File: src/rtl/core/tapg_pkg.sv
// Shared types and constants for the two-axis PID gimbal step block.
// No dependencies; imported by the lane, merge and top modules.
package tapg_pkg;

	// register indexes on the configuration port
	localparam logic [2:0] REG_CENTER_X  = 3'd0;
	localparam logic [2:0] REG_CENTER_Y  = 3'd1;
	localparam logic [2:0] REG_GAIN_P    = 3'd2;
	localparam logic [2:0] REG_GAIN_I    = 3'd3;
	localparam logic [2:0] REG_GAIN_D    = 3'd4;
	localparam logic [2:0] REG_INT_LIMIT = 3'd5;

	// register reset values
	localparam logic [14:0] CENTER_X_RST  = 15'd240;
	localparam logic [14:0] CENTER_Y_RST  = 15'd320;
	localparam logic [15:0] GAIN_P_RST    = 16'd3277;
	localparam logic [15:0] GAIN_I_RST    = 16'd655;
	localparam logic [15:0] GAIN_D_RST    = 16'd655;
	localparam logic [14:0] INT_LIMIT_RST = 15'd3000;

	// servo angle ranges and start angles, in degrees
	localparam logic [7:0] PITCH_MIN  = 8'd40;
	localparam logic [7:0] PITCH_MAX  = 8'd100;
	localparam logic [7:0] PITCH_INIT = 8'd60;
	localparam logic [7:0] YAW_MIN    = 8'd35;
	localparam logic [7:0] YAW_MAX    = 8'd145;
	localparam logic [7:0] YAW_INIT   = 8'd90;

	// degrees to hundredths of a degree
	localparam logic [13:0] CENTI = 14'd100;

	// drive saturation; any larger magnitude pins the angle at a bound anyway
	localparam logic signed [9:0] DRIVE_MAX = 10'sd255;

	typedef struct packed {
		logic [14:0] target_x_position;
		logic [14:0] target_y_position;
	} tapg_in_t;

	typedef struct packed {
		logic [13:0] pitch_cmd_centideg;
		logic [13:0] yaw_cmd_centideg;
	} tapg_out_t;

	typedef struct packed {
		logic [15:0] p;
		logic [15:0] i;
		logic [15:0] d;
	} tapg_gain_t;

	typedef struct packed {
		logic [7:0] lo;
		logic [7:0] hi;
		logic [7:0] init;
	} tapg_bounds_t;

	// stage load strobes, shared by both lanes and the merge stage
	typedef struct packed {
		logic s1;
		logic s2;
		logic s3;
		logic s4;
		logic o;
	} tapg_adv_t;

endpackage

File: src/rtl/core/tapg_merge.sv
// Output register: joins both lane angles into one result word in centidegrees.
// Depends on tapg_pkg for the result struct and stage strobes.
module tapg_merge (
	input  logic                clk,
	input  tapg_pkg::tapg_adv_t adv,
	input  logic [7:0]          pitch_angle,
	input  logic [7:0]          yaw_angle,
	output tapg_pkg::tapg_out_t word_q
);
	import tapg_pkg::*;

	// scale and load both angles as the word leaves the lanes
	always_ff @(posedge clk) begin
		if (adv.o) begin
			word_q.pitch_cmd_centideg <= 14'(pitch_angle) * CENTI;
			word_q.yaw_cmd_centideg   <= 14'(yaw_angle) * CENTI;
		end
	end

endmodule

File: config.mk
export PLATFORM = sky130hd
export DESIGN_NAME = tapg_merge
export DESIGN_NICKNAME = d
export VERILOG_FILES = /design/src/rtl/core/tapg_pkg.sv /design/src/rtl/core/tapg_merge.sv
export SDC_FILE = /design/constraint.sdc
export NUM_CORES = 1
export LEC_CHECK = 0
export ABC_AREA = 0
export BUFFER_PORTS_ARGS = -buffer_cell sky130_fd_sc_hd__buf_2
export CAP_MARGIN = 20
export CORE_MARGIN = 2
export CORE_UTILIZATION = 35
export CTS_BUF_LIST = sky130_fd_sc_hd__clkbuf_2 sky130_fd_sc_hd__clkbuf_4 sky130_fd_sc_hd__clkbuf_8
export DETAILED_ROUTE_END_ITERATION = 7
export MAX_ROUTING_LAYER = met4
export SYNTH_ARGS = -nofsm -noshare
export SYNTH_HDL_FRONTEND = slang
export SYNTH_SLANG_ARGS = --single-unit
File: constraint.sdc
create_clock -name clk -period 8.2 [get_ports clk]
set_clock_uncertainty 0.2 [all_clocks]
set_input_delay 0.82 -clock clk [delete_from_list [all_inputs] [get_ports clk]]
set_output_delay 0.82 -clock clk [all_outputs]
set_load 0.02 [all_outputs]
==> flow_metrics.py, run 1 <==
metrics = {
    "sta": {
        "drv_slew": 0,
        "worst_pin_slew_ns": 0.543,
        "period_needed_ns": 3.45,
        "setup_viol": 0,
        "setup-tns-final_ns": 0,
        "fmax_mhz": 290,
        "hold_viol": 0,
        "hold_slack_ns": 0.572,
        "rsz0062_at_grt": "false",
        "slew_headroom_pct": 63.8,
        "period_share_pct": 42.0,
    },
    "clocking": {
        "postCtsHoldBufs": 0,
        "post_cts_resized": 0,
        "cts-root-buf": "clkbuf_8",
        "clock_sinks": 24,
        "cts_max_path_buffers": 2,
        "clk_pin_slew_worst_paths_ns": 0.08,
        "cts_tree": "built",
        "numCtsBuffers": 3,
        "post_cts.repair.setup_buffers": 0,
        "htree_levels": 1,
    },
    "die": {
        "die_w_um": 78.5,
        "die_h_um": 78.5,
        "dieArea_mm2": 0.00616,
        "rows": 27,
        "initial_core_util_pct": 35.7,
        "ioPinCount": 50,
        "core_mm2": 0.00544,
    },
    "layout": {
        "final_cells": 272,
        "num-fill-cells": 536,
        "final_cell_mix": "ha_1, buf_2, edfxtp_1",
        "multi_input_area_mm2": 0.00113,
        "regArea_um2": 721,
        "final_area_mm2": 0.00226,
        "drive_gt1_share_pct": 22.5,
        "top_regs": "word_q (24)",
        "antenna_cells": 0,
        "layout.cells.most_common": "ha_1",
        "largest_reg_flops": 24,
        "synthToLayoutAreaGrowth_pct": 16.4,
        "top_register": "word_q",
        "finalNetCount": 282,
    },
    "yosys": {
        "synthArstFlopShare_pct": 0,
        "yosys.cell_types.count": 25,
        "synth_ff_type": "edfxtp_1",
        "yosys.area.top_type": "edfxtp_1",
        "syn_area_per_cell_um2": 12.4,
        "synth_top_area_share_pct": 37.1,
        "syn_inst": 157,
        "yosys-top-cells-area": "edfxtp_1, ha_1, fa_1",
        "yosys_warnings": 0,
        "synth-seq-cells": 24,
        "synth_edf_count": 24,
        "synth_seq_area_share_pct": 37.1,
        "synth_area_mm2": 0.00194,
    },
    "critical_path": {
        "crit_buf_inv": 1,
        "crit_cells": 9,
        "path_common_cell": "ha_1",
        "worstPathCellList": "buf_2, ha_1, ha_1, fa_1, ha_1, nor2b_4, o31a_1, or4b_1, nand3_1",
        "worstPathMaxFanout": 4,
        "cp-end-kind": "register",
        "crit_path_max_incr_delay_ns": 0.48,
        "cp_slowest_cell": "or4b_1",
        "required_ns": 8.13,
        "cp-start-kind": "input pin",
        "crit_family": "adder cells",
        "path_class": "in -> reg",
        "arrival_ns": 3.37,
    },
    "drt": {
        "ant_nets": 0,
        "routed_wl_mm": 3.06,
        "drcViolationCount": 0,
        "wl_per_cell_um": 11.2,
        "drt_iter0_drc": 55,
        "vias_per_cell": 4.48,
        "dr_total_vias": 1219,
        "dr.pass1.iters": 4,
    },
    "power_and_ir_drop": {
        "p_int_mw": 0.289,
        "swShare_pct": 35.7,
        "p_comb_share_pct": 45.1,
        "power.leakage_nw": 1.12,
        "power.share.clock_pct": 15.4,
        "power.switching_mw": 0.160,
        "p_seq_share_pct": 39.5,
        "vdd_drop_max_uv": 79.8,
        "power.density_mw_per_mm2": 199,
    },
    "place": {
        "globalplace.congestion": 0.771,
        "dp_cells": 269,
        "dp_hpwl_mm": 2.56,
        "portBuffers": 41,
        "placed_cell_area_mm2": 0.00222,
    },
    "hold_path": {
        "hp-class": "in -> reg",
        "hp-start": "pitch_angle[2]",
        "hold_path_end": "word_q[18]",
        "hold_depth": 1,
    },
    "outcome": {
        "status": "completed",
    },
    "global_route": {
        "antenna_found_initial": 0,
        "grt.overflow.total": 0,
        "grt_first_pass_wirelength_mm": 5.35,
        "grt_max_degree": 25,
        "grt_pass1_vias": 1212,
        "grt_usage_pct": 11.3,
    },
    "flow_run": {
        "max_cap_viol_count": 0,
    },
}
==> synth_stat cells (2+ instances only) <==
| cell | n |
|---|---|
| ha_1 | 52 |
| edfxtp_1 | 24 |
| inv_1 | 19 |
| xnor2_1 | 10 |
| a21oi_1 | 9 |
| fa_1 | 6 |
| buf_4 | 4 |
| nand2_1 | 4 |
| xor2_1 | 4 |
| nand3_1 | 3 |
| nor2_1 | 3 |
| o21ai_0 | 3 |
| a21o_1 | 2 |
| nor2b_1 | 2 |
| o21a_1 | 2 |
==> kinds of logic after synthesis <==
kind of cell | after synthesis | share of synthesized area, %
xor gates and xnor gates | 14 | 6.31
AOI/OAI and AO/OA | 20 | 6.19
adders and majority gates | 58 | 39.7
and+or+nand+nor | 16 | 4.77
buffers and inverters | 23 | 5.22
muxes | 1 | 0.515
DFF | 24 | 37.1
other | 1 | 0.193
==> power by group through the flow <==
stage          combinational, mW  sequential [mW]  clock, mW
2_1_floorplan              0.113            0.217          0
3_3_place_gp               0.201            0.181          0
3_5_place_dp               0.204            0.180          0
4_1_cts                    0.206            0.178     0.0728
5_1_grt                    0.230            0.181     0.0778
6_report                   0.203            0.177     0.0690
==> per-stage QoR <==
step | power (mW) | setup slack, ns | utilization, %
2_1_floorplan | 0.330 | 4.75 | -
3_3_place_gp | 0.383 | 4.50 | 40.8
3_5_place_dp | 0.384 | 4.48 | 40.8
4_1_cts | 0.457 | 4.75 | 41.5
5_1_grt | 0.488 | 4.66 | 41.5
6_report | 0.449 | 4.75 | 41.5
==> routing by layer <==
layer / GRT usage (%) / wire length (µm) / vias up
li1: - / - / 640
met2: 15.9 / 1220 / 31
met4: 3.16 / 16 / 0
met3: 2.18 / 157 / 2
met5: - / 0 / -
met1: 16.4 / 1670 / 546
==> layout make-up <==
class / count / share of cell area, %
Clock buffer: 3 / 1.83
Inverter: 19 / 3.16
Multi-Input combinational cell: 113 / 50.1
Sequential cell: 24 / 31.9
Tap cell: 72 / 3.99
Timing Repair Buffer: 41 / 9.08
==> worst max path at each step <==
stage / start / endpoint / slack (ns)
global placement: yaw_angle[2] / word_q[12] / 4.50
global route: yaw_angle[2] / word_q[12] / 4.66
detailed placement: yaw_angle[2] / word_q[12] / 4.48
floorplan: yaw_angle[2] / word_q[12] / 4.75
CTS: yaw_angle[2] / word_q[12] / 4.75
finish: yaw_angle[2] / word_q[12] / 4.75
Note: power is estimated with default switching activity, not from simulation.
==> run 2, diff against run 1 <==
ABC_AREA = 1   (was 0)
clock period = 3.1 ns   (was 8.2 ns; I/O delays follow)
==> flow_metrics.py, run 2 <==
metrics = {
    "drt": {
        "drcViolationCount": 0,
        "dr.pass1.iters": 4,
        "routed_wl_mm": 3.19,
        "wl_per_cell_um": 9.61,
        "ant_nets": 0,
        "vias_per_cell": 4.23,
        "dr_total_vias": 1406,
        "drt_iter0_drc": 25,
    },
    "die": {
        "die_w_um": 81.8,
        "core_mm2": 0.00589,
        "die_h_um": 81.8,
        "initial_core_util_pct": 36.0,
        "ioPinCount": 50,
        "dieArea_mm2": 0.00670,
        "rows": 28,
    },
    "sta": {
        "setup_viol": 0,
        "hold_viol": 0,
        "drv_slew": 0,
        "fmax_mhz": 382,
        "period_share_pct": 84.6,
        "setup-tns-final_ns": 0,
        "rsz0062_at_grt": "false",
        "slew_headroom_pct": 64.6,
        "worst_pin_slew_ns": 0.532,
        "period_needed_ns": 2.62,
    },
    "place": {
        "dp_hpwl_mm": 2.84,
        "portBuffers": 41,
        "dp_cells": 328,
        "placed_cell_area_mm2": 0.00240,
        "globalplace.congestion": 0.768,
    },
    "clocking": {
        "post_cts_resized": 0,
        "cts-root-buf": "clkbuf_8",
        "postCtsHoldBufs": 0,
        "numCtsBuffers": 3,
        "post_cts.repair.setup_buffers": 0,
        "cts_max_path_buffers": 2,
        "clk_pin_slew_worst_paths_ns": 0.08,
        "cts_tree": "built",
        "htree_levels": 1,
        "clock_sinks": 24,
    },
    "global_route": {
        "antenna_found_initial": 0,
        "grt_first_pass_wirelength_mm": 5.29,
        "grt.overflow.total": 0,
        "grt_usage_pct": 10.5,
        "grt_max_degree": 25,
        "grt_pass1_vias": 1255,
    },
    "layout": {
        "final_cells": 332,
        "layout.cells.most_common": "ha_1",
        "top_register": "word_q",
        "final_util_pct": 42.0,
        "num-fill-cells": 585,
        "drive_gt1_share_pct": 23.0,
        "final_area_mm2": 0.00247,
        "finalNetCount": 338,
        "antenna_cells": 0,
        "synthToLayoutAreaGrowth_pct": 16.6,
        "top_regs": "word_q (24)",
        "final_cell_mix": "ha_1, nand2_1, inv_1, buf_2, edfxtp_1",
        "largest_reg_flops": 24,
    },
    "power_and_ir_drop": {
        "vdd_drop_max_uv": 482,
        "p_comb_share_pct": 44.6,
        "swShare_pct": 35.0,
        "power.share.clock_pct": 20.1,
        "p_seq_share_pct": 35.3,
        "p_int_mw": 0.854,
        "power.switching_mw": 0.460,
        "power.density_mw_per_mm2": 532,
        "power.leakage_nw": 1.35,
    },
    "critical_path": {
        "cp-start-kind": "input pin",
        "required_ns": 2.92,
        "worstPathMaxFanout": 3,
        "arrival_ns": 2.44,
        "path_class": "in -> reg",
        "cp-end-kind": "register",
    },
    "yosys": {
        "synth-seq-cells": 24,
        "yosys_warnings": 0,
        "synth_area_mm2": 0.00212,
        "yosys-top-cells-area": "edfxtp_1, ha_1, nand2_1",
        "synth_common_cells": "ha_1, nand2_1, inv_1, edfxtp_1, nand3_1",
        "synth_ff_type": "edfxtp_1",
        "yosys.area.top_type": "edfxtp_1",
        "synth.most_common_cell": "ha_1",
        "synthArstFlopShare_pct": 0,
        "syn_inst": 213,
        "synth_top_area_share_pct": 34.0,
        "yosys.cell_types.count": 21,
        "synth_edf_count": 24,
        "synth_seq_area_share_pct": 34.0,
        "syn_area_per_cell_um2": 9.96,
    },
    "outcome": {
        "status": "completed",
    },
    "hold_path": {
        "hp-class": "in -> reg",
    },
    "flow_run": {
        "max_cap_viol_count": 0,
    },
}
## run 2: kinds of logic after synthesis
kind of cell | after synthesis | share of synthesized area, %
buffers and inverters | 45 | 8.67
other | 1 | 0.177
AND/OR/NAND/NOR | 73 | 16.6
AO/OA/AOI/OAI | 6 | 1.77
XOR/XNOR | 6 | 2.48
adder cells (fa/ha/maj) | 58 | 36.3
flip-flops | 24 | 34.0
## run 2: power groups by stage
stage          registers (mW)  clock network [mW]  logic (mW)
6_report                0.464               0.264       0.586
5_1_grt                 0.471               0.285       0.674
4_1_cts                 0.466               0.273       0.598
3_5_place_dp            0.473                   0       0.595
3_3_place_gp            0.474                   0       0.587
2_1_floorplan           0.566                   0       0.353
## run 2: stage by stage
stage	power (mW)	hold WS, ns	setup WS [ns]
6_report	1.31	0.0589	0.479
3_5_place_dp	1.07	0.330	0.209
3_3_place_gp	1.06	0.332	0.226
5_1_grt	1.43	0.0548	0.374
2_1_floorplan	0.919	0.209	0.469
4_1_cts	1.34	0.0525	0.480
## run 2: cell type report
| type | count | area [µm²] | area share, % |
|---|---|---|---|
| repair buffers | 41 | 205 | 8.30 |
| flip-flops and latches | 24 | 721 | 29.1 |
| well taps | 75 | 93.8 | 3.80 |
| clock buffers | 3 | 41.3 | 1.67 |
| clock inverters | 1 | 30.0 | 1.21 |
| inverters | 41 | 154 | 6.22 |
| multi-input cells | 147 | 1230 | 49.6 |
## run 2: worst max-delay path, cell delays in order
cell	delay, ns
buf_2	0.12
ha_1	0.29
ha_1	0.28
inv_1	0.05
fa_1	0.50
inv_1	0.04
ha_1	0.33
or2_1	0.23
nand3_1	0.12
nand2_1	0.06
nand2_1	0.05
nand2_1	0.05
## run 2: routing by layer
metal / part of all wire (%) / global-route usage (%) / vias to the layer above
met4: 0.47 / 1.50 / 0
li1: - / - / 776
met5: 0 / - / -
met1: 53 / 15.2 / 596
met2: 41 / 15.4 / 32
met3: 5.8 / 2.42 / 2
## run 2: final timing paths
kind	cells past startpoint	slack, ns	startpoint	end
setup / recovery	12	0.48	yaw_angle[3]	word_q[12]
hold / removal	1	0.06	yaw_angle[2]	word_q[4]
==> run 3, diff against run 2 <==
clock period = 2.32 ns   (was 3.1 ns; I/O delays follow)
==> flow_metrics.py, run 3 (same netlist as run 2, synthesis figures left out) <==
metrics = {
    "layout": {
        "num-fill-cells": 541,
        "finalNetCount": 367,
        "antenna_cells": 0,
        "layout.cells.most_common": "nand2_1",
        "largest_reg_flops": 24,
        "final_cell_mix": "nand2_1, inv_1, buf_2",
        "synthToLayoutAreaGrowth_pct": 40.2,
        "top_regs": "word_q (24)",
        "final_area_mm2": 0.00297,
        "top_register": "word_q",
        "drive_gt1_share_pct": 39.5,
    },
    "global_route": {
        "use_met3_pct": 2.09,
        "groute.layer.met1.usage_pct": 18.3,
        "grt_pass1_vias": 1405,
        "antenna_found_initial": 0,
        "met2_usage_pct": 17.6,
        "grt_most_used_layer": "met1",
        "grt.overflow.total": 0,
        "grt_max_degree": 25,
        "grt_first_pass_wirelength_mm": 6.22,
        "grt_usage_pct": 12.4,
    },
    "place": {
        "globalplace.congestion": 0.820,
        "dp_hpwl_mm": 3.27,
        "dp_slack_ns": -0.297,
        "portBuffers": 41,
        "placed_cell_area_mm2": 0.00275,
    },
    "die": {
        "core_mm2": 0.00589,
        "rows": 28,
        "initial_core_util_pct": 36.0,
        "dieArea_mm2": 0.00670,
        "die_w_um": 81.8,
        "die_h_um": 81.8,
        "ioPinCount": 50,
    },
    "drt": {
        "routed_wl_mm": 3.92,
        "dr_total_vias": 1583,
        "dr.pass1.iters": 2,
        "ant_nets": 0,
        "drt_iter0_drc": 53,
        "wl_per_cell_um": 10.9,
        "drcViolationCount": 0,
        "vias_per_cell": 4.39,
    },
    "critical_path": {
        "crit_family": "adder cells",
        "worstPathCellList": "buf_8, ha_4, ha_4, inv_2, fa_1, inv_2, ha_4, a21oi_2, nand2_1, buf_6, xor2_2",
        "crit_path_max_incr_delay_ns": 0.51,
        "arrival_ns": 2.13,
        "cp_slowest_cell": "fa_1",
        "required_ns": 2.15,
        "path_common_cell": "ha_4",
        "path_class": "in -> reg",
        "cp-end-kind": "register",
        "worstPathMaxFanout": 4,
        "crit_buf_inv": 4,
        "cp-start-kind": "input pin",
    },
    "sta": {
        "hold_viol": 0,
        "fin_ws_ns": 0.0194,
        "setup_viol": 0,
        "period_share_pct": 99.2,
        "worst_pin_slew_ns": 0.559,
        "fmax_mhz": 435,
        "drv_slew": 0,
        "period_needed_ns": 2.30,
        "rsz0062_at_grt": "true",
        "slew_headroom_pct": 62.7,
        "hold_slack_ns": 0.0141,
    },
    "clocking": {
        "cts-root-buf": "clkbuf_8",
        "clk_pin_slew_worst_paths_ns": 0.09,
        "htree_levels": 1,
        "cts_tree": "built",
        "numCtsBuffers": 3,
        "cts_max_path_buffers": 2,
        "clock_sinks": 24,
    },
    "power_and_ir_drop": {
        "power.share.clock_pct": 18.5,
        "swShare_pct": 35.2,
        "p_seq_share_pct": 30.6,
        "power.leakage_nw": 1.49,
        "p_int_mw": 1.32,
        "power.density_mw_per_mm2": 687,
        "vdd_drop_max_uv": 340,
        "p_comb_share_pct": 50.9,
        "power.switching_mw": 0.720,
        "power_mw": 2.04,
    },
    "flow_run": {
        "max_cap_viol_count": 0,
    },
    "hold_path": {
        "hold_path_end": "word_q[18]",
        "hold_depth": 1,
        "hp-class": "in -> reg",
        "hp-start": "pitch_angle[2]",
    },
    "outcome": {
        "status": "completed",
    },
}
run 3: cell type report:
cell class,instances,area [µm²],share of cell area [%]
multi-input combinational,147,1460,49.1
sequential,24,721,24.2
timing repair buffer,70,475,16.0
inverter,41,154,5.17
tap,75,93.8,3.16
clock buffer,3,41.3,1.39
clock inverter,1,30.0,1.01
run 3: routing by layer:
layer / wire length (µm) / vias to the layer above / share of wire (%)
met5: 0 / - / 0
met4: 22 / 0 / 0.56
met3: 157 / 2 / 4.0
met2: 1660 / 30 / 42
met1: 2090 / 711 / 53
li1: - / 840 / -
run 3: stage by stage:
step                      setup TNS, ns  util, %  instances
after floorplan                  -0.176        -        216
after global placement            -2.50     46.7        351
after detailed placement          -2.72     46.7        351
after CTS                             0     48.5        358
after global routing             -0.114     50.5        361
final                                 0     50.5        361
run 3: worst max path at each step:
stage | start | endpoint | slack (ns) | depth (start not counted)
global route | pitch_angle[4] | word_q[26] | -0.06 | 13
floorplan | yaw_angle[3] | word_q[12] | -0.06 | 11
CTS | yaw_angle[3] | word_q[12] | 0.01 | 12
detailed placement | yaw_angle[3] | word_q[12] | -0.30 | 12
finish | pitch_angle[4] | word_q[24] | 0.02 | 11
global placement | yaw_angle[3] | word_q[12] | -0.26 | 12
run 3: power groups by stage:
stage	registers, mW	clock network [mW]	logic [mW]
CTS	0.627	0.383	0.997
global route	0.635	0.410	1.17
finish	0.625	0.379	1.04
floorplan	0.756	0	0.552
detailed placement	0.636	0	0.988
global placement	0.635	0	0.970
run 3: what timing repair did:
item	CTS	global route
hold buffers	3	1
setup endpoints to repair	1	7
pin swaps	1	20
hold endpoints to repair	3	1
buffers inserted	0	2
gates resized for setup	1	22
